[config.mk]
export PLATFORM = sky130hd
export DESIGN_NAME = psp_front_flat
export DESIGN_NICKNAME = d
export VERILOG_FILES = /design/src/hdl/psp_pkg.sv /design/src/hdl/psp_if.sv /design/src/hdl/psp_front.sv /design/src/flat_wrapper.sv
export SDC_FILE = /design/constraint.sdc
export NUM_CORES = 1
export LEC_CHECK = 0
export BUFFER_PORTS_ARGS = -buffer_cell sky130_fd_sc_hd__buf_2
export CAP_MARGIN = 0
export CORE_MARGIN = 4
export CORE_UTILIZATION = 40
export CTS_CLUSTER_DIAMETER = 80
export DETAILED_ROUTE_END_ITERATION = 7
export PLACE_DENSITY = 0.67
export SYNTH_ARGS = -nofsm -noshare
export SYNTH_HDL_FRONTEND = slang
export SYNTH_SLANG_ARGS = --single-unit
export TNS_END_PERCENT = 30
[constraint.sdc]
create_clock -name clk -period 3.15 [get_ports clk]
set_input_delay 0.4725 -clock clk [delete_from_list [all_inputs] [get_ports clk]]
set_output_delay 0.4725 -clock clk [all_outputs]
set_load 0.02 [all_outputs]
[src/hdl/psp_pkg.sv]
// shared constants, codes and types of the pcm sample player
`timescale 1ns / 1ps
package psp_pkg;

  localparam int STORE_DEPTH_DEF  = 65536;
  localparam int MAX_CHANNELS_DEF = 8;

  localparam int SAMPLE_W   = 16;
  localparam int ADDR_W     = 16;
  localparam int CHCNT_W    = 4;
  localparam int RATE_W     = 24;
  localparam int TOTAL_W    = 17;
  localparam int CFG_IDX_W  = 2;
  localparam int CFG_DATA_W = 24;
  localparam int POS_W      = 32;
  localparam int PROD_W     = 40;
  localparam int Q_DEPTH    = 4;

  localparam logic REQ_WRITE = 1'b0;
  localparam logic REQ_TICK  = 1'b1;

  typedef enum logic [CFG_IDX_W-1:0] {
    CFG_CHANNEL_COUNT,
    CFG_RATE_RATIO,
    CFG_LOOP_ENABLE,
    CFG_SAMPLE_TOTAL
  } cfg_idx_t;

  typedef enum logic [1:0] {
    OP_STORE,
    OP_REWIND,
    OP_TICK
  } op_t;

  typedef struct packed {
    op_t                 op;
    logic [ADDR_W-1:0]   addr;
    logic [SAMPLE_W-1:0] value;
  } q_entry_t;

  typedef struct packed {
    logic [CHCNT_W-1:0] chans;
    logic [RATE_W-1:0]  rate;
    logic               loop_en;
    logic [TOTAL_W-1:0] total;
  } cfg_t;

endpackage

[src/hdl/psp_if.sv]
// channel interfaces: request input, mono result output, configuration write
`timescale 1ns / 1ps
interface psp_in_if import psp_pkg::*; ();
  logic                       valid;
  logic                       ready;
  logic                       req_type;
  logic [ADDR_W-1:0]          sample_address;
  logic signed [SAMPLE_W-1:0] sample_value;
  modport source (output valid, req_type, sample_address, sample_value, input ready);
  modport sink (input valid, req_type, sample_address, sample_value, output ready);
endinterface


[src/hdl/psp_front.sv]
// front end: takes request beats, classifies them and queues them for the back end
`timescale 1ns / 1ps
module psp_front import psp_pkg::*; #(
  parameter int STORE_DEPTH = STORE_DEPTH_DEF
) (
  input  logic      clk,
  input  logic      rst_n,
  psp_in_if.sink    in_bus,
  output q_entry_t  q_head,
  output logic      q_valid,
  input  logic      q_pop
);

  localparam int QAW = $clog2(Q_DEPTH);
  localparam int QCW = $clog2(Q_DEPTH + 1);

  q_entry_t         q_mem_r [Q_DEPTH];
  logic [QAW-1:0]   wr_ptr_r;
  logic [QAW-1:0]   rd_ptr_r;
  logic [QCW-1:0]   count_r;
  q_entry_t         entry;
  logic             push;
  logic             pop;

  assign in_bus.ready = (count_r != QCW'(Q_DEPTH));
  assign push         = in_bus.valid && in_bus.ready;
  assign q_valid      = (count_r != '0);
  assign pop          = q_pop && q_valid;
  assign q_head       = q_mem_r[rd_ptr_r];

  // writes beyond the store only rewind playback
  always_comb begin
    entry.addr  = in_bus.sample_address;
    entry.value = in_bus.sample_value;
    if (in_bus.req_type == REQ_TICK) begin
      entry.op = OP_TICK;
    end else if (32'(in_bus.sample_address) < STORE_DEPTH) begin
      entry.op = OP_STORE;
    end else begin
      entry.op = OP_REWIND;
    end
  end

  always_ff @(posedge clk) begin
    if (push) begin
      q_mem_r[wr_ptr_r] <= entry;
    end
  end

  always_ff @(posedge clk) begin
    if (!rst_n) begin
      wr_ptr_r <= '0;
      rd_ptr_r <= '0;
      count_r  <= '0;
    end else begin
      if (push) begin
        wr_ptr_r <= wr_ptr_r + 1'b1;
      end
      if (pop) begin
        rd_ptr_r <= rd_ptr_r + 1'b1;
      end
      if (push && !pop) begin
        count_r <= count_r + 1'b1;
      end else if (!push && pop) begin
        count_r <= count_r - 1'b1;
      end
    end
  end

endmodule

[src/flat_wrapper.sv]
// flat-port wrapper written by rule: the top's interface ports become plain ports
module psp_front_flat import psp_pkg::*;
#(
  parameter int STORE_DEPTH = STORE_DEPTH_DEF
)
  (clk, rst_n, q_head, q_valid, q_pop, in_bus_valid, in_bus_req_type, in_bus_sample_address, in_bus_sample_value, in_bus_ready);
  psp_in_if in_bus_i ();
  input  logic clk;
  input  logic rst_n;
  output q_entry_t q_head;
  output logic q_valid;
  input  logic q_pop;
  input wire logic [$bits(in_bus_i.valid)-1:0] in_bus_valid;
  input wire logic [$bits(in_bus_i.req_type)-1:0] in_bus_req_type;
  input wire logic [$bits(in_bus_i.sample_address)-1:0] in_bus_sample_address;
  input wire logic [$bits(in_bus_i.sample_value)-1:0] in_bus_sample_value;
  output wire logic [$bits(in_bus_i.ready)-1:0] in_bus_ready;
  assign in_bus_i.valid = in_bus_valid;
  assign in_bus_i.req_type = in_bus_req_type;
  assign in_bus_i.sample_address = in_bus_sample_address;
  assign in_bus_i.sample_value = in_bus_sample_value;
  assign in_bus_ready = in_bus_i.ready;
  psp_front #(.STORE_DEPTH(STORE_DEPTH)) u_core (.clk(clk), .rst_n(rst_n), .in_bus(in_bus_i), .q_head(q_head), .q_valid(q_valid), .q_pop(q_pop));
endmodule
==> flow_summary.yaml, run 1 <==
status:
  status: "complete, no violations"
place:
  routabilityCongestion: 0.7083
  io_buffer_count: 71
  dpl.hpwl_um: 5789
global_route:
  grt_max_degree: 26
  busiest_layer: "met2"
  grtUsageMet2_pct: 21.98
  track_usage_pct: 13.62
  grt_pass1_vias: 2557
  grt_pass1_wl_um: 14410
  grtUsageMet3_pct: 6.633
  met1_usage_pct: 15.80
  overflow: 0
  antenna_found_initial: 0
logic_synthesis:
  syn_inst: 223
  synth_seq_cells: 141
  ys_top_cells_by_area: "edfxtp_1, mux4_2, dfxtp_1"
  ys_seq_area_share_pct: 78.00
  synth_nets: 266
  syn_avg_cell_area_um2: 23.82
  synth_warnings: 0
  synth_top_area_share_pct: 74.61
  ys_types: 26
  synthesis.area_um2: 5313
  synth_top_area_cell: "edfxtp_1"
worst_hold_path:
  hold_path.class: "input port to register"
  hold-path-cell-count: 1
floorplan:
  initial_core_util_pct: 41.42
  die_area_um2: 15190
  die_y_um: 123.2
  ios: 73
  core-area_um2: 12820
  rows: 41
  die_x_um: 123.2
setup_path:
  path_class: "register to primary output"
  slowest_stage: "dfxtp_2"
  rr_worst_depth: 8
  slowest_delay_ns: 0.55
  crit_fanout: 25
  cp-end-kind: "primary output"
  rrSetupSlack_ns: 0.87
  cp_cell_sequence: "buf_12, mux4_2, buf_2"
  r2r_end: "u_core.count_r[2]"
  required_ns: 2.68
  critPathTopFamily: "flip-flops"
  crit_path_end: "q_head[33]"
  timing.rr.start: "u_core.count_r[0]"
  start_kind: "register"
  cp.depth: 3
  cp.arrival_ns: 2.00
  cp.buffers_inverters: 2
sta:
  finalSetupViolations: 0
  fin_setup_tns_ns: 0
  clock.fmax_mhz: 404.3
  skew_ns: 0.003990
  period_minus_slack_ns: 2.473
  fin_crit_sh_pct: 78.52
  hold_violations: 0
  final_max_slew_viol_count: 0
  rsz0062_at_grt: "no"
  holdWs_ns: 0.2671
drt:
  vias: 2388
  drt_iter0_markers: 155
  drc: 0
  wl_per_cell_um: 18.46
  first_pass_iters: 4
  routed_wl_um: 9155
  viasPerCell: 4.815
  drtAntennaViolNets: 0
cts:
  clk_latency_ns: 0.42
  cts_made_buffers: 17
  path_clk_slew_ns: 0.06
  cts_setup_buffers: 0
  postCtsHoldBufs: 0
  clockBufferDepth: 2
  htree_levels: 4
  cts.sinks: 141
  cts_tree: "yes"
  cts_resized: 0
  cts_root_buffer: "clkbuf_16"
finish:
  layout.filler_cells: 1087
  layout_common_cells: "edfxtp_1, buf_2, mux4_2"
  drive_above_1_share_pct: 46.60
  nNetsFinal: 355
  diodes: 0
  syn_to_final_growth_pct: 21.38
  final_common_cell: "edfxtp_1"
power:
  cellLeakagePower_nw: 2.213
  ir_drop_mv: 0.5472
  power_density_nw_per_um2: 878.4
job:
  maxCapViolations: 0
## worst min-delay path by stage
| stage | from | to | slack (ns) |
|---|---|---|---|
| finish | in_bus_sample_value[13] | u_core.q_mem_r[3][13] | 0.27 |
| floorplan | u_core.wr_ptr_r[1] | u_core.wr_ptr_r[1] | 0.47 |
| global route | in_bus_sample_address[6] | u_core.q_mem_r[0][22] | 0.25 |
| global placement | u_core.wr_ptr_r[0] | u_core.wr_ptr_r[0] | 0.48 |
| detailed placement | u_core.wr_ptr_r[1] | u_core.wr_ptr_r[1] | 0.49 |
| CTS | in_bus_sample_value[10] | u_core.q_mem_r[2][10] | 0.25 |
## Yosys cell counts
cell	count
or3_2	1
buf_2	3
dfxtp_1	9
clkbuf_1	2
nor2b_1	1
fa_1	1
buf_4	1
nand2_1	5
mux4_2	33
o311ai_2	1
conb_1	1
ha_1	5
edfxtp_1	132
buf_6	1
inv_1	3
or3_1	1
xnor2_1	3
a21boi_1	1
buf_12	3
o31ai_4	1
mux2i_1	3
a21boi_4	1
and2_1	8
xor2_1	1
nor2_1	1
o21ai_0	1
## worst register-to-register path, stage by stage, from the launching register on
cell      delay (ns)
dfxtp_1         0.51
nor2_1          0.15
a21boi_4        0.27
ha_1            0.24
inv_1           0.06
fa_1            0.37
xor2_1          0.17
or3_1           0.30
a21boi_1        0.14
## registers in the layout (all words and copies together), names as in the netlist, named ones only
| signal | count |
|---|---|
| u_core.q_mem_r | 132 |
| u_core.rd_ptr_r | 2 |
| u_core.wr_ptr_r | 2 |
| u_core.count_r | 3 |
## per-stage QoR
step	total power [mW]	std cells	instance area, µm²	utilization [%]	setup WS, ns
floorplan	3.439	223	5313	-	1.050
global placement	3.781	465	5869	45.77	0.9620
detailed placement	3.810	465	5869	45.77	0.8737
CTS	5.757	496	6449	50.28	0.6010
global route	5.940	496	6449	50.28	0.5298
finish	5.665	496	6449	50.28	0.6766
## final cells by class
class / count / area [µm²] / area share (%)
multi-input combinational: 69 / 1061 / 16.45
sequential: 141 / 4146 / 64.30
inverter: 3 / 11.26 / 0.1746
clock inverter: 13 / 150.1 / 2.328
clock buffer: 18 / 429.2 / 6.655
tap: 172 / 215.2 / 3.337
timing repair buffer: 80 / 435.4 / 6.752
## metal layers
layer | vias to the layer above | wire (µm)
li1 | 1098 | -
met1 | 1219 | 3691
met2 | 58 | 4758
met4 | 0 | 128
met3 | 13 | 576
met5 | - | 0
## logic make-up (layout without fill, tap and decap cells)
group	after synthesis	after routing	share of synthesized area, %
compound gates	5	5	1.295
fa+ha+maj	6	6	1.554
flops	141	141	78.00
mux	36	36	14.55
buf+inv	13	114	2.120
xor+xnor	4	4	0.6596
other cells	1	1	0.07059
simple gates	17	17	1.743
## power breakdown
group | leakage [nW] | total (mW) | switching (mW) | internal (mW)
Combinational | 0.648 | 1.33 | 0.731 | 0.597
Sequential | 1.28 | 2.40 | 0.119 | 2.28
Clock | 0.280 | 1.94 | 0.710 | 1.23
Total | 2.21 | 5.66 | 1.56 | 4.11
Note: power is estimated with default switching activity, not from simulation.
==> run 2: changes to the inputs <==
clock period = 2.55 ns   (was 3.15 ns; I/O delays follow)
==> run 2 against run 1 <==
Effect of this change: setup slack worse by 0.43 ns; register-to-register slack worse by 0.62 ns; critical endpoint is now u_core.count_r[2]; critical path depth up 5; die area unchanged; combinational power is 28% higher.
==> flow_summary.yaml, run 2 (synthesis gave the netlist of run 1 again) <==
floorplan:
  ios: 73
  core-area_um2: 12820
  die_y_um: 123.2
  rows: 41
  initial_core_util_pct: 41.42
  die_x_um: 123.2
  die_area_um2: 15190
setup_path:
  cp-end-kind: "register"
  cp_cell_sequence: "nor2_1, a21boi_4, ha_1, inv_1, fa_1, xor2_1, or3_1, a21boi_1"
  slowest_delay_ns: 0.51
  start_kind: "register"
  crit_fanout: 7
  path_class: "register to register"
  cp.arrival_ns: 2.64
  cp.buffers_inverters: 1
  slowest_stage: "dfxtp_1"
  required_ns: 2.90
  critPathTopFamily: "adder cells"
finish:
  largest_register: "u_core.q_mem_r"
  nNetsFinal: 355
  layout.filler_cells: 1071
  regArea_um2: 4146
  top_regs: "u_core.q_mem_r: 132 flops, u_core.count_r: 3 flops"
  layout_common_cells: "edfxtp_1, buf_2, mux4_2"
  final_cell_area_um2: 6490
  final_common_cell: "edfxtp_1"
  syn_to_final_growth_pct: 22.16
  multi_input_area_um2: 1061
  drive_above_1_share_pct: 46.46
  largest_reg_flops: 132
  diodes: 0
power:
  power_density_nw_per_um2: 1085
  cellLeakagePower_nw: 2.223
  ir_drop_mv: 0.6207
cts:
  cts_root_buffer: "clkbuf_16"
  htree_levels: 4
  clk_latency_ns: 0.41
  path_clk_slew_ns: 0.06
  clockBufferDepth: 2
  cts_setup_buffers: 0
  postCtsHoldBufs: 0
  cts.sinks: 141
  cts_resized: 0
  cts_tree: "yes"
  cts_made_buffers: 17
place:
  io_buffer_count: 71
  place_area_um2: 5907
  place_ws_ns: 0.2473
  dpl.hpwl_um: 5642
  routabilityCongestion: 0.6891
global_route:
  antenna_found_initial: 0
  grt_max_degree: 27
  track_usage_pct: 13.11
  grt_pass1_vias: 2622
  grt_pass1_wl_um: 14370
  overflow: 0
drt:
  drc: 0
  wl_per_cell_um: 18.30
  routed_wl_um: 9093
  first_pass_iters: 4
  drtAntennaViolNets: 0
  drt_iter0_markers: 161
  viasPerCell: 4.913
  vias: 2442
sta:
  skew_ns: 0.01049
  fin_ws_ns: 0.2513
  rsz0062_at_grt: "no"
  period_minus_slack_ns: 2.299
  hold_violations: 0
  clock.fmax_mhz: 435.0
  fin_setup_tns_ns: 0
  fin_crit_sh_pct: 90.15
  timing.slew.headroom_pct: 63.38
  finalSetupViolations: 0
  final_max_slew_viol_count: 0
  tightest_slew_ns: 0.5494
status:
  status: "complete, no violations"
job:
  maxCapViolations: 0
worst_hold_path:
  hold_path.class: "input port to register"
[run 2: final timing paths]
path,start,endpoint,slack (ns),depth (start not counted)
min,in_bus_sample_value[13],u_core.q_mem_r[3][13],0.19,1
max reg2reg,u_core.count_r[0],u_core.count_r[2],0.25,8
min reg2reg,u_core.wr_ptr_r[1],u_core.wr_ptr_r[1],0.51,2
max,u_core.count_r[0],u_core.count_r[2],0.25,8
[run 2: where the power goes]
part	total (mW)	internal, mW	switching, mW
clock network	2.40	1.53	0.876
registers	2.93	2.82	0.118
logic	1.70	0.758	0.942
[run 2: per-stage QoR]
step           instances  hold WS, ns  util [%]  power, mW
2_1_floorplan        223       0.4677         -      4.248
3_3_place_gp         465       0.4893     46.06      4.698
3_5_place_dp         465       0.5032     46.06      4.733
4_1_cts              497       0.1677     50.60      7.153
5_1_grt              497       0.1752     50.60      7.376
6_report             497       0.1860     50.60      7.039
[run 2: final cells by class]
class	count	area share, %
well taps	172	3.316
clock buffers	20	6.728
flip-flops and latches	141	63.89
repair buffers	80	7.287
inverters	3	0.1735
clock inverters	12	2.256
multi-input cells	69	16.35
[run 2: per-layer routing]
| metal | track usage (%) | part of all wire (%) |
|---|---|---|
| met1 | 15.44 | 41 |
| met2 | 21.81 | 52 |
| met5 | 0 | 0 |
| met3 | 4.803 | 5.1 |
| met4 | 5.398 | 0.97 |
