File: src/hdl/psp_pkg.sv
// shared constants, codes and types of the pcm sample player
`timescale 1ns / 1ps
package psp_pkg;

  localparam int STORE_DEPTH_DEF  = 65536;
  localparam int MAX_CHANNELS_DEF = 8;

  localparam int SAMPLE_W   = 16;
  localparam int ADDR_W     = 16;
  localparam int CHCNT_W    = 4;
  localparam int RATE_W     = 24;
  localparam int TOTAL_W    = 17;
  localparam int CFG_IDX_W  = 2;
  localparam int CFG_DATA_W = 24;
  localparam int POS_W      = 32;
  localparam int PROD_W     = 40;
  localparam int Q_DEPTH    = 4;

  localparam logic REQ_WRITE = 1'b0;
  localparam logic REQ_TICK  = 1'b1;

  typedef enum logic [CFG_IDX_W-1:0] {
    CFG_CHANNEL_COUNT,
    CFG_RATE_RATIO,
    CFG_LOOP_ENABLE,
    CFG_SAMPLE_TOTAL
  } cfg_idx_t;

  typedef enum logic [1:0] {
    OP_STORE,
    OP_REWIND,
    OP_TICK
  } op_t;

  typedef struct packed {
    op_t                 op;
    logic [ADDR_W-1:0]   addr;
    logic [SAMPLE_W-1:0] value;
  } q_entry_t;

  typedef struct packed {
    logic [CHCNT_W-1:0] chans;
    logic [RATE_W-1:0]  rate;
    logic               loop_en;
    logic [TOTAL_W-1:0] total;
  } cfg_t;

endpackage

File: src/hdl/psp_if.sv


interface psp_out_if import psp_pkg::*; ();
  logic                       valid;
  logic                       ready;
  logic signed [SAMPLE_W-1:0] audio_out;
  logic                       active;
  modport source (output valid, audio_out, active, input ready);
  modport sink (input valid, audio_out, active, output ready);
endinterface


File: src/hdl/psp_back.sv
// back end: store writes, frame position math, channel sum and serial divide
`timescale 1ns / 1ps
module psp_back import psp_pkg::*; #(
  parameter int STORE_DEPTH  = STORE_DEPTH_DEF,
  parameter int MAX_CHANNELS = MAX_CHANNELS_DEF
) (
  input  logic                       clk,
  input  logic                       rst_n,
  input  cfg_t                       cfg,
  input  q_entry_t                   q_head,
  input  logic                       q_valid,
  output logic                       q_pop,
  output logic                       ram_we,
  output logic [$clog2(STORE_DEPTH)-1:0] ram_waddr,
  output logic [SAMPLE_W-1:0]        ram_wdata,
  output logic                       ram_re,
  output logic [$clog2(STORE_DEPTH)-1:0] ram_raddr,
  input  logic [SAMPLE_W-1:0]        ram_rdata,
  psp_out_if.source                  out_bus
);

  localparam int AW  = $clog2(STORE_DEPTH);
  localparam int CHW = $clog2(MAX_CHANNELS + 1);
  localparam int SW  = SAMPLE_W + $clog2(MAX_CHANNELS) + 1;
  localparam int IW  = TOTAL_W + CHW;
  localparam int DCW = $clog2(SW);

  typedef enum logic [3:0] {
    S_IDLE,
    S_MUL_LO,
    S_MUL_HI,
    S_FRAME,
    S_IDX,
    S_CHK,
    S_SUM,
    S_DIV,
    S_OUT
  } state_t;

  state_t                  state_r;
  logic [POS_W-1:0]        position_r;
  logic [PROD_W-1:0]       prod_lo_r;
  logic [PROD_W-1:0]       prod_hi_r;
  logic [TOTAL_W-1:0]      frame_lo_r;
  logic                    frame_big_r;
  logic [IW-1:0]           idx_r;
  logic [TOTAL_W-1:0]      base_r;
  logic [CHW-1:0]          n_r;
  logic [CHW-1:0]          cnt_r;
  logic                    pend_r;
  logic signed [SW-1:0]    sum_r;
  logic                    neg_r;
  logic [SW-1:0]           dq_r;
  logic [CHW-1:0]          rem_r;
  logic [DCW-1:0]          div_cnt_r;
  logic [SAMPLE_W-1:0]     res_audio_r;
  logic                    res_active_r;
  logic                    out_valid_r;
  logic [SAMPLE_W-1:0]     out_audio_r;
  logic                    out_active_r;

  logic [CHW-1:0]          chans_eff;
  logic [TOTAL_W-1:0]      total_eff;
  logic [15:0]             mul_a;
  logic [PROD_W-1:0]       mul_p;
  logic [PROD_W-1:0]       frame;
  logic                    past;
  logic [TOTAL_W-1:0]      base;
  logic [TOTAL_W-1:0]      remaining;
  logic [POS_W-1:0]        pos_new;
  logic [SW-1:0]           mag;
  logic [CHW:0]            rem_sh;
  logic                    qbit;
  logic [CHW:0]            rem_sub;
  logic [SW-1:0]           dq_step;
  logic [SW-1:0]           q_signed;

  always_comb begin
    if (cfg.chans == '0) begin
      chans_eff = CHW'(1);
    end else if (32'(cfg.chans) > MAX_CHANNELS) begin
      chans_eff = CHW'(MAX_CHANNELS);
    end else begin
      chans_eff = CHW'(cfg.chans);
    end
    if (32'(cfg.total) > STORE_DEPTH) begin
      total_eff = TOTAL_W'(STORE_DEPTH);
    end else begin
      total_eff = cfg.total;
    end
  end

  // one 16x24 multiplier shared by both halves of the position
  assign mul_a = (state_r == S_MUL_LO) ? position_r[15:0] : position_r[31:16];
  assign mul_p = PROD_W'(mul_a) * PROD_W'(cfg.rate);
  assign frame = prod_hi_r + PROD_W'(prod_lo_r[PROD_W-1:16]);

  assign past      = frame_big_r || (idx_r >= IW'(total_eff));
  assign base      = past ? '0 : idx_r[TOTAL_W-1:0];
  assign remaining = total_eff - base;
  assign pos_new   = (past ? '0 : position_r) + 1'b1;

  assign mag      = sum_r[SW-1] ? SW'(-sum_r) : SW'(sum_r);
  assign rem_sh   = {rem_r, dq_r[SW-1]};
  assign qbit     = (rem_sh >= {1'b0, chans_eff});
  assign rem_sub  = qbit ? (rem_sh - {1'b0, chans_eff}) : rem_sh;
  assign dq_step  = {dq_r[SW-2:0], qbit};
  assign q_signed = neg_r ? (~dq_step + 1'b1) : dq_step;

  assign q_pop     = (state_r == S_IDLE) && q_valid;
  assign ram_we    = q_pop && (q_head.op == OP_STORE);
  assign ram_waddr = AW'(q_head.addr);
  assign ram_wdata = q_head.value;
  assign ram_re    = (state_r == S_SUM) && (cnt_r < n_r);
  assign ram_raddr = AW'(base_r + TOTAL_W'(cnt_r));

  assign out_bus.valid     = out_valid_r;
  assign out_bus.audio_out = out_audio_r;
  assign out_bus.active    = out_active_r;

  always_ff @(posedge clk) begin
    if (!rst_n) begin
      state_r     <= S_IDLE;
      position_r  <= '0;
      out_valid_r <= 1'b0;
    end else begin
      // in S_OUT the output register is reloaded below instead
      if (out_valid_r && out_bus.ready && (state_r != S_OUT)) begin
        out_valid_r <= 1'b0;
      end
      unique case (state_r)
        S_IDLE: begin
          if (q_valid) begin
            unique case (q_head.op)
              OP_STORE, OP_REWIND: begin
                position_r <= '0;
              end
              OP_TICK: begin
                if (total_eff == '0) begin
                  res_audio_r  <= '0;
                  res_active_r <= 1'b0;
                  state_r      <= S_OUT;
                end else begin
                  state_r <= S_MUL_LO;
                end
              end
              default: ;
            endcase
          end
        end
        S_MUL_LO: begin
          prod_lo_r <= mul_p;
          state_r   <= S_MUL_HI;
        end
        S_MUL_HI: begin
          prod_hi_r <= mul_p;
          state_r   <= S_FRAME;
        end
        S_FRAME: begin
          frame_lo_r  <= frame[TOTAL_W-1:0];
          frame_big_r <= |frame[PROD_W-1:TOTAL_W];
          state_r     <= S_IDX;
        end
        S_IDX: begin
          idx_r   <= IW'(frame_lo_r) * IW'(chans_eff);
          state_r <= S_CHK;
        end
        S_CHK: begin
          if (past && !cfg.loop_en) begin
            res_audio_r  <= '0;
            res_active_r <= (POS_W'(total_eff) > position_r);
            state_r      <= S_OUT;
          end else begin
            // partial last frame sums only the samples below the sample total
            base_r       <= base;
            n_r          <= (remaining < TOTAL_W'(chans_eff)) ? CHW'(remaining) : chans_eff;
            cnt_r        <= '0;
            pend_r       <= 1'b0;
            sum_r        <= '0;
            position_r   <= pos_new;
            res_active_r <= cfg.loop_en || (pos_new < POS_W'(total_eff));
            state_r      <= S_SUM;
          end
        end
        S_SUM: begin
          if (cnt_r < n_r) begin
            cnt_r <= cnt_r + 1'b1;
          end
          pend_r <= (cnt_r < n_r);
          if (pend_r) begin
            sum_r <= sum_r + SW'($signed(ram_rdata));
          end
          if ((cnt_r == n_r) && !pend_r) begin
            neg_r     <= sum_r[SW-1];
            dq_r      <= mag;
            rem_r     <= '0;
            div_cnt_r <= '0;
            state_r   <= S_DIV;
          end
        end
        S_DIV: begin
          dq_r      <= dq_step;
          rem_r     <= rem_sub[CHW-1:0];
          div_cnt_r <= div_cnt_r + 1'b1;
          if (div_cnt_r == DCW'(SW - 1)) begin
            res_audio_r <= q_signed[SAMPLE_W-1:0];
            state_r     <= S_OUT;
          end
        end
        S_OUT: begin
          if (!out_valid_r || out_bus.ready) begin
            out_valid_r  <= 1'b1;
            out_audio_r  <= res_audio_r;
            out_active_r <= res_active_r;
            state_r      <= S_IDLE;
          end
        end
        default: begin
          state_r <= S_IDLE;
        end
      endcase
    end
  end

endmodule

File: src/flat_wrapper.sv
// flat-port wrapper written by rule: the top's interface ports become plain ports
module psp_back_flat import psp_pkg::*;
#(
  parameter int STORE_DEPTH  = STORE_DEPTH_DEF,
  parameter int MAX_CHANNELS = MAX_CHANNELS_DEF
)
  (clk, rst_n, cfg, q_head, q_valid, q_pop, ram_we, ram_waddr, ram_wdata, ram_re, ram_raddr, ram_rdata, out_bus_valid, out_bus_audio_out, out_bus_active, out_bus_ready);
  psp_out_if out_bus_i ();
  input  logic clk;
  input  logic rst_n;
  input  cfg_t cfg;
  input  q_entry_t q_head;
  input  logic q_valid;
  output logic q_pop;
  output logic ram_we;
  output logic [$clog2(STORE_DEPTH)-1:0] ram_waddr;
  output logic [SAMPLE_W-1:0] ram_wdata;
  output logic ram_re;
  output logic [$clog2(STORE_DEPTH)-1:0] ram_raddr;
  input  logic [SAMPLE_W-1:0] ram_rdata;
  output wire logic [$bits(out_bus_i.valid)-1:0] out_bus_valid;
  output wire logic [$bits(out_bus_i.audio_out)-1:0] out_bus_audio_out;
  output wire logic [$bits(out_bus_i.active)-1:0] out_bus_active;
  input wire logic [$bits(out_bus_i.ready)-1:0] out_bus_ready;
  assign out_bus_valid = out_bus_i.valid;
  assign out_bus_audio_out = out_bus_i.audio_out;
  assign out_bus_active = out_bus_i.active;
  assign out_bus_i.ready = out_bus_ready;
  psp_back #(.STORE_DEPTH(STORE_DEPTH), .MAX_CHANNELS(MAX_CHANNELS)) u_core (.clk(clk), .rst_n(rst_n), .cfg(cfg), .q_head(q_head), .q_valid(q_valid), .q_pop(q_pop), .ram_we(ram_we), .ram_waddr(ram_waddr), .ram_wdata(ram_wdata), .ram_re(ram_re), .ram_raddr(ram_raddr), .ram_rdata(ram_rdata), .out_bus(out_bus_i));
endmodule
File: config.mk
export PLATFORM = sky130hd
export DESIGN_NAME = psp_back_flat
export DESIGN_NICKNAME = d
export VERILOG_FILES = /design/src/hdl/psp_pkg.sv /design/src/hdl/psp_if.sv /design/src/hdl/psp_back.sv /design/src/flat_wrapper.sv
export SDC_FILE = /design/constraint.sdc
export NUM_CORES = 2
export LEC_CHECK = 0
export BUFFER_PORTS_ARGS = -buffer_cell sky130_fd_sc_hd__buf_4
export CORE_MARGIN = 1
export CORE_UTILIZATION = 55
export DETAILED_ROUTE_END_ITERATION = 10
export PLACE_DENSITY = 0.77
export SLEW_MARGIN = 20
export SYNTH_ARGS = -nofsm -noshare
export SYNTH_HDL_FRONTEND = slang
export SYNTH_SLANG_ARGS = --single-unit
File: constraint.sdc
create_clock -name clk -period 21.9 [get_ports clk]
set_clock_uncertainty 0.1 [all_clocks]
set_input_delay 4.38 -clock clk [delete_from_list [all_inputs] [get_ports clk]]
set_output_delay 4.38 -clock clk [all_outputs]
set_load 0.01 [all_outputs]
==> impl_metrics.py <==
metrics = {
    "logic_synthesis": {
        "synth_cells": 3224,
        "ys_seq_area_share_pct": 23.98,
        "synthFlopType": "edfxtp_1",
        "syn_nets": 3930,
        "synth_edf_count": 212,
        "synth_warnings": 0,
        "yosys_register_bits": 249,
        "netlist-cell-type-count": 80,
        "syn_area_per_cell_um2": 9.192,
        "syn-cell-area_um2": 29630,
        "async_flop_share_pct": 0,
    },
    "cells_and_area": {
        "final_common_cell": "inv_1",
        "finish.utilization_pct": 60.01,
        "drive_above_1_share_pct": 6.452,
        "fillers": 4517,
        "area_growth_pct": 7.055,
        "fin_nets": 3941,
        "final_cell_mix": "471 x inv_1, 431 x nand2_1, 341 x fa_1, 265 x ha_1, 218 x nor2_1",
        "antenna_cells": 0,
    },
    "sta": {
        "min_period_over_period_pct": 48.09,
        "period_needed_ns": 10.53,
        "slew_headroom_pct": 25.11,
        "rsz0062_at_grt": "false",
        "fin_hold_ws_ns": 0.3196,
        "tightest_slew_ns": 1.123,
        "setup_tns_ns": 0,
        "fmax_mhz": 94.95,
        "setup_viol": 0,
        "hold_violations": 0,
        "maxSlewViolCount": 0,
    },
    "power_and_ir_drop": {
        "peakVddDrop_mv": 0.05556,
        "leakagePower_nw": 14.46,
        "power_frac_clock_pct": 42.5,
        "p_int_mw": 0.8449,
        "power_frac_seq_pct": 46.0,
        "switching_share_pct": 24.29,
        "switchingPower_mw": 0.2711,
        "finalPower_mw": 1.116,
        "power.density_nw_per_um2": 35.18,
        "comb_power_share_pct": 11.5,
    },
    "worst_setup_path": {
        "worstPathArrival_ns": 10.73,
        "worstSetupPathType": "in -> reg",
        "end_kind": "register",
        "cp.required_ns": 22.09,
        "worstSetupEndpoint": "u_core.prod_hi_r[39]",
        "r2r-start": "u_core.state_r[0]",
        "r2r_end": "u_core.prod_hi_r[39]",
        "path_max_fanout": 16,
        "path_cells": "buf_4, and2_1, fa_1, inv_1, fa_1, inv_1, fa_1, fa_1, fa_1, inv_1, fa_1, inv_1, ha_1, a21oi_1, o21ai_0, or4_1, a211oi_1, o31ai_1, a31oi_1, a31o_2, o2111ai_1, a21oi_1, xnor2_1",
        "reg2reg_slack_ns": 13.42,
        "critPathLaunchType": "primary input",
        "max_stage_delay_ns": 0.55,
        "crit_path_top_delay_cell": "fa_1",
        "path_common_cell": "fa_1",
        "reg2regPathDepth": 26,
        "startpoint": "cfg[23]",
    },
    "die": {
        "io_pins": 169,
        "rows": 84,
        "die_x_um": 234.1,
        "core_area_um2": 52870,
        "die_h_um": 234.1,
        "start_util_pct": 56.05,
        "fp.dieArea_um2": 54810,
    },
    "detailed_routing": {
        "wirelength_mm": 68.49,
        "drtAntennaViolNets": 0,
        "vias_per_cell": 5.710,
        "via_count": 22520,
        "drt_first_iter_violations": 1654,
        "wl_per_cell_um": 17.37,
        "firstDrtPassIters": 10,
        "post-route-drc-count": 12,
    },
    "clocking": {
        "cts_root_buffer": "clkbuf_16",
        "post-cts-setup-buffers": 0,
        "clkSinkCount": 249,
        "clk-insertion-delay-late_ns": 0.57,
        "cts_tree": "built",
        "cts-buffers-inserted": 28,
        "clockBufferDepth": 3,
        "clkSlewWorstSetupHoldPaths_ns": 0.06,
        "post_cts_resized": 0,
        "holdBufCountCts": 0,
        "h-tree-depth": 1,
    },
    "global_route": {
        "grt_pass1_wl_mm": 113.4,
        "grt_pass1_vias": 22580,
        "overflow": 0,
        "grt_max_degree": 68,
        "grtUsageTotal_pct": 25.77,
        "antenna_found_initial": 0,
    },
    "job": {
        "drv_cap": 0,
    },
    "placement": {
        "place_hpwl_mm": 54.38,
        "gp_congestion": 0.9522,
        "io_buffers": 104,
    },
    "outcome": {
        "status": "finished with violations",
        "violations": "design-rule violations",
    },
    "min_path": {
        "hold_path_class": "reg -> reg",
    },
}
-- how the worst min path moves through the flow --
stage               slack [ns]                      endpoint  cells after the start                    from
global placement          0.30  u_core.out_bus.audio_out[15]                      0  u_core.res_audio_r[15]
floorplan                 0.30         u_core.out_bus.active                      0     u_core.res_active_r
global route              0.33  u_core.out_bus.audio_out[12]                      0  u_core.res_audio_r[12]
CTS                       0.32   u_core.out_bus.audio_out[2]                      0   u_core.res_audio_r[2]
finish                    0.32   u_core.out_bus.audio_out[2]                      0   u_core.res_audio_r[2]
detailed placement        0.30   u_core.out_bus.audio_out[2]                      0   u_core.res_audio_r[2]
-- area by class of cell --
class | instances | area [um^2] | share of cell area (%)
multi-input cells | 2360 | 20140 | 63.49
clock inverters | 16 | 198.9 | 0.6271
repair buffers | 121 | 908.4 | 2.863
inverters | 475 | 1783 | 5.620
well taps | 688 | 860.8 | 2.713
flip-flops and latches | 249 | 7107 | 22.40
clock buffers | 34 | 723.2 | 2.280
-- logic make-up (layout without fill, tap and decap cells) --
group                    Yosys count  in the layout  synth area share (%)
AO/OA/AOI/OAI                    479            479                 10.57
adder cells (fa/ha/maj)          606            606                 34.23
multiplexers                      26             26                0.9754
flip-flops                       249            249                 23.98
AND/OR/NAND/NOR                 1093           1093                 17.43
XOR/XNOR                         156            156                 4.611
buffers and inverters            615            646                 8.200
-- critical path: cells and delay by family --
family	cells	cell delay (ns)
buffers and inverters	5	0.37
adders and majority gates	7	3.52
and+or+nand+nor	2	0.58
AOI/OAI and AO/OA	8	1.72
xor gates and xnor gates	1	0.10
-- power by group through the flow --
stage	clock network, mW	logic [mW]	registers [mW]
final	0.474	0.128	0.514
after global placement	0	0.123	0.524
after detailed placement	0	0.125	0.524
after CTS	0.481	0.127	0.514
after global routing	0.498	0.142	0.514
after floorplan	0	0.0924	0.523
-- registers in the layout (all words and copies together) (netlist names), 4 cells and up --
name / flops
u_core.prod_hi_r: 40
u_core.cnt_r: 4
u_core.idx_r: 21
u_core.base_r: 16
u_core.dq_r: 20
u_core.sum_r: 20
u_core.prod_lo_r: 24
u_core.frame_lo_r: 17
u_core.out_bus.audio_out: 16
u_core.n_r: 4
u_core.res_audio_r: 16
u_core.position_r: 32
u_core.div_cnt_r: 5
u_core.rem_r: 4
u_core.state_r: 4
-- Yosys cell counts, types with 9 or more instances --
| cell | number | area, um^2 |
|---|---|---|
| inv_1 | 471 | 1768 |
| nand2_1 | 431 | 1618 |
| fa_1 | 341 | 6827 |
| ha_1 | 265 | 3316 |
| nor2_1 | 218 | 818.3 |
| edfxtp_1 | 212 | 6366 |
| and2_1 | 169 | 1057 |
| a21oi_1 | 137 | 685.7 |
| clkbuf_1 | 99 | 371.6 |
| o21ai_0 | 94 | 470.5 |
| xnor2_1 | 94 | 823.3 |
| xor2_1 | 62 | 543.0 |
| a21o_1 | 55 | 412.9 |
| nand3_1 | 52 | 260.3 |
| nor3_1 | 48 | 240.2 |
| dfxtp_1 | 37 | 740.7 |
| buf_4 | 32 | 240.2 |
| nand4_1 | 29 | 181.4 |
| nor2b_1 | 25 | 156.4 |
| o21a_1 | 23 | 172.7 |
| a22oi_1 | 21 | 157.7 |
| nand2b_1 | 20 | 125.1 |
| nor4_1 | 19 | 118.9 |
| a211oi_1 | 18 | 135.1 |
| and3_1 | 17 | 106.4 |
| o31ai_1 | 17 | 127.6 |
| or3_1 | 16 | 100.1 |
| mux2_2 | 15 | 168.9 |
| a31oi_1 | 12 | 75.07 |
| o211ai_1 | 11 | 82.58 |
| mux2i_1 | 9 | 90.09 |
| o21bai_1 | 9 | 67.56 |
| or4_1 | 9 | 67.56 |
-- per-stage QoR --
step	std cells	setup slack, ns	cell area (um^2)
2_1_floorplan	3224	11.06	29630
3_3_place_gp	3893	10.83	30800
3_5_place_dp	3893	10.79	30800
4_1_cts	3943	11.36	31720
5_1_grt	3943	10.97	31720
6_report	3943	11.37	31720
-- per-layer routing --
metal  up-vias  share of wire (%)  track usage (%)
met5         -                  0                0
met4         0                3.1            8.624
met3       122                5.1            2.675
met2       716                 50            44.62
met1     11030                 42            33.69
li1      10650                  -                -
Power figures use the tool's default switching activity.
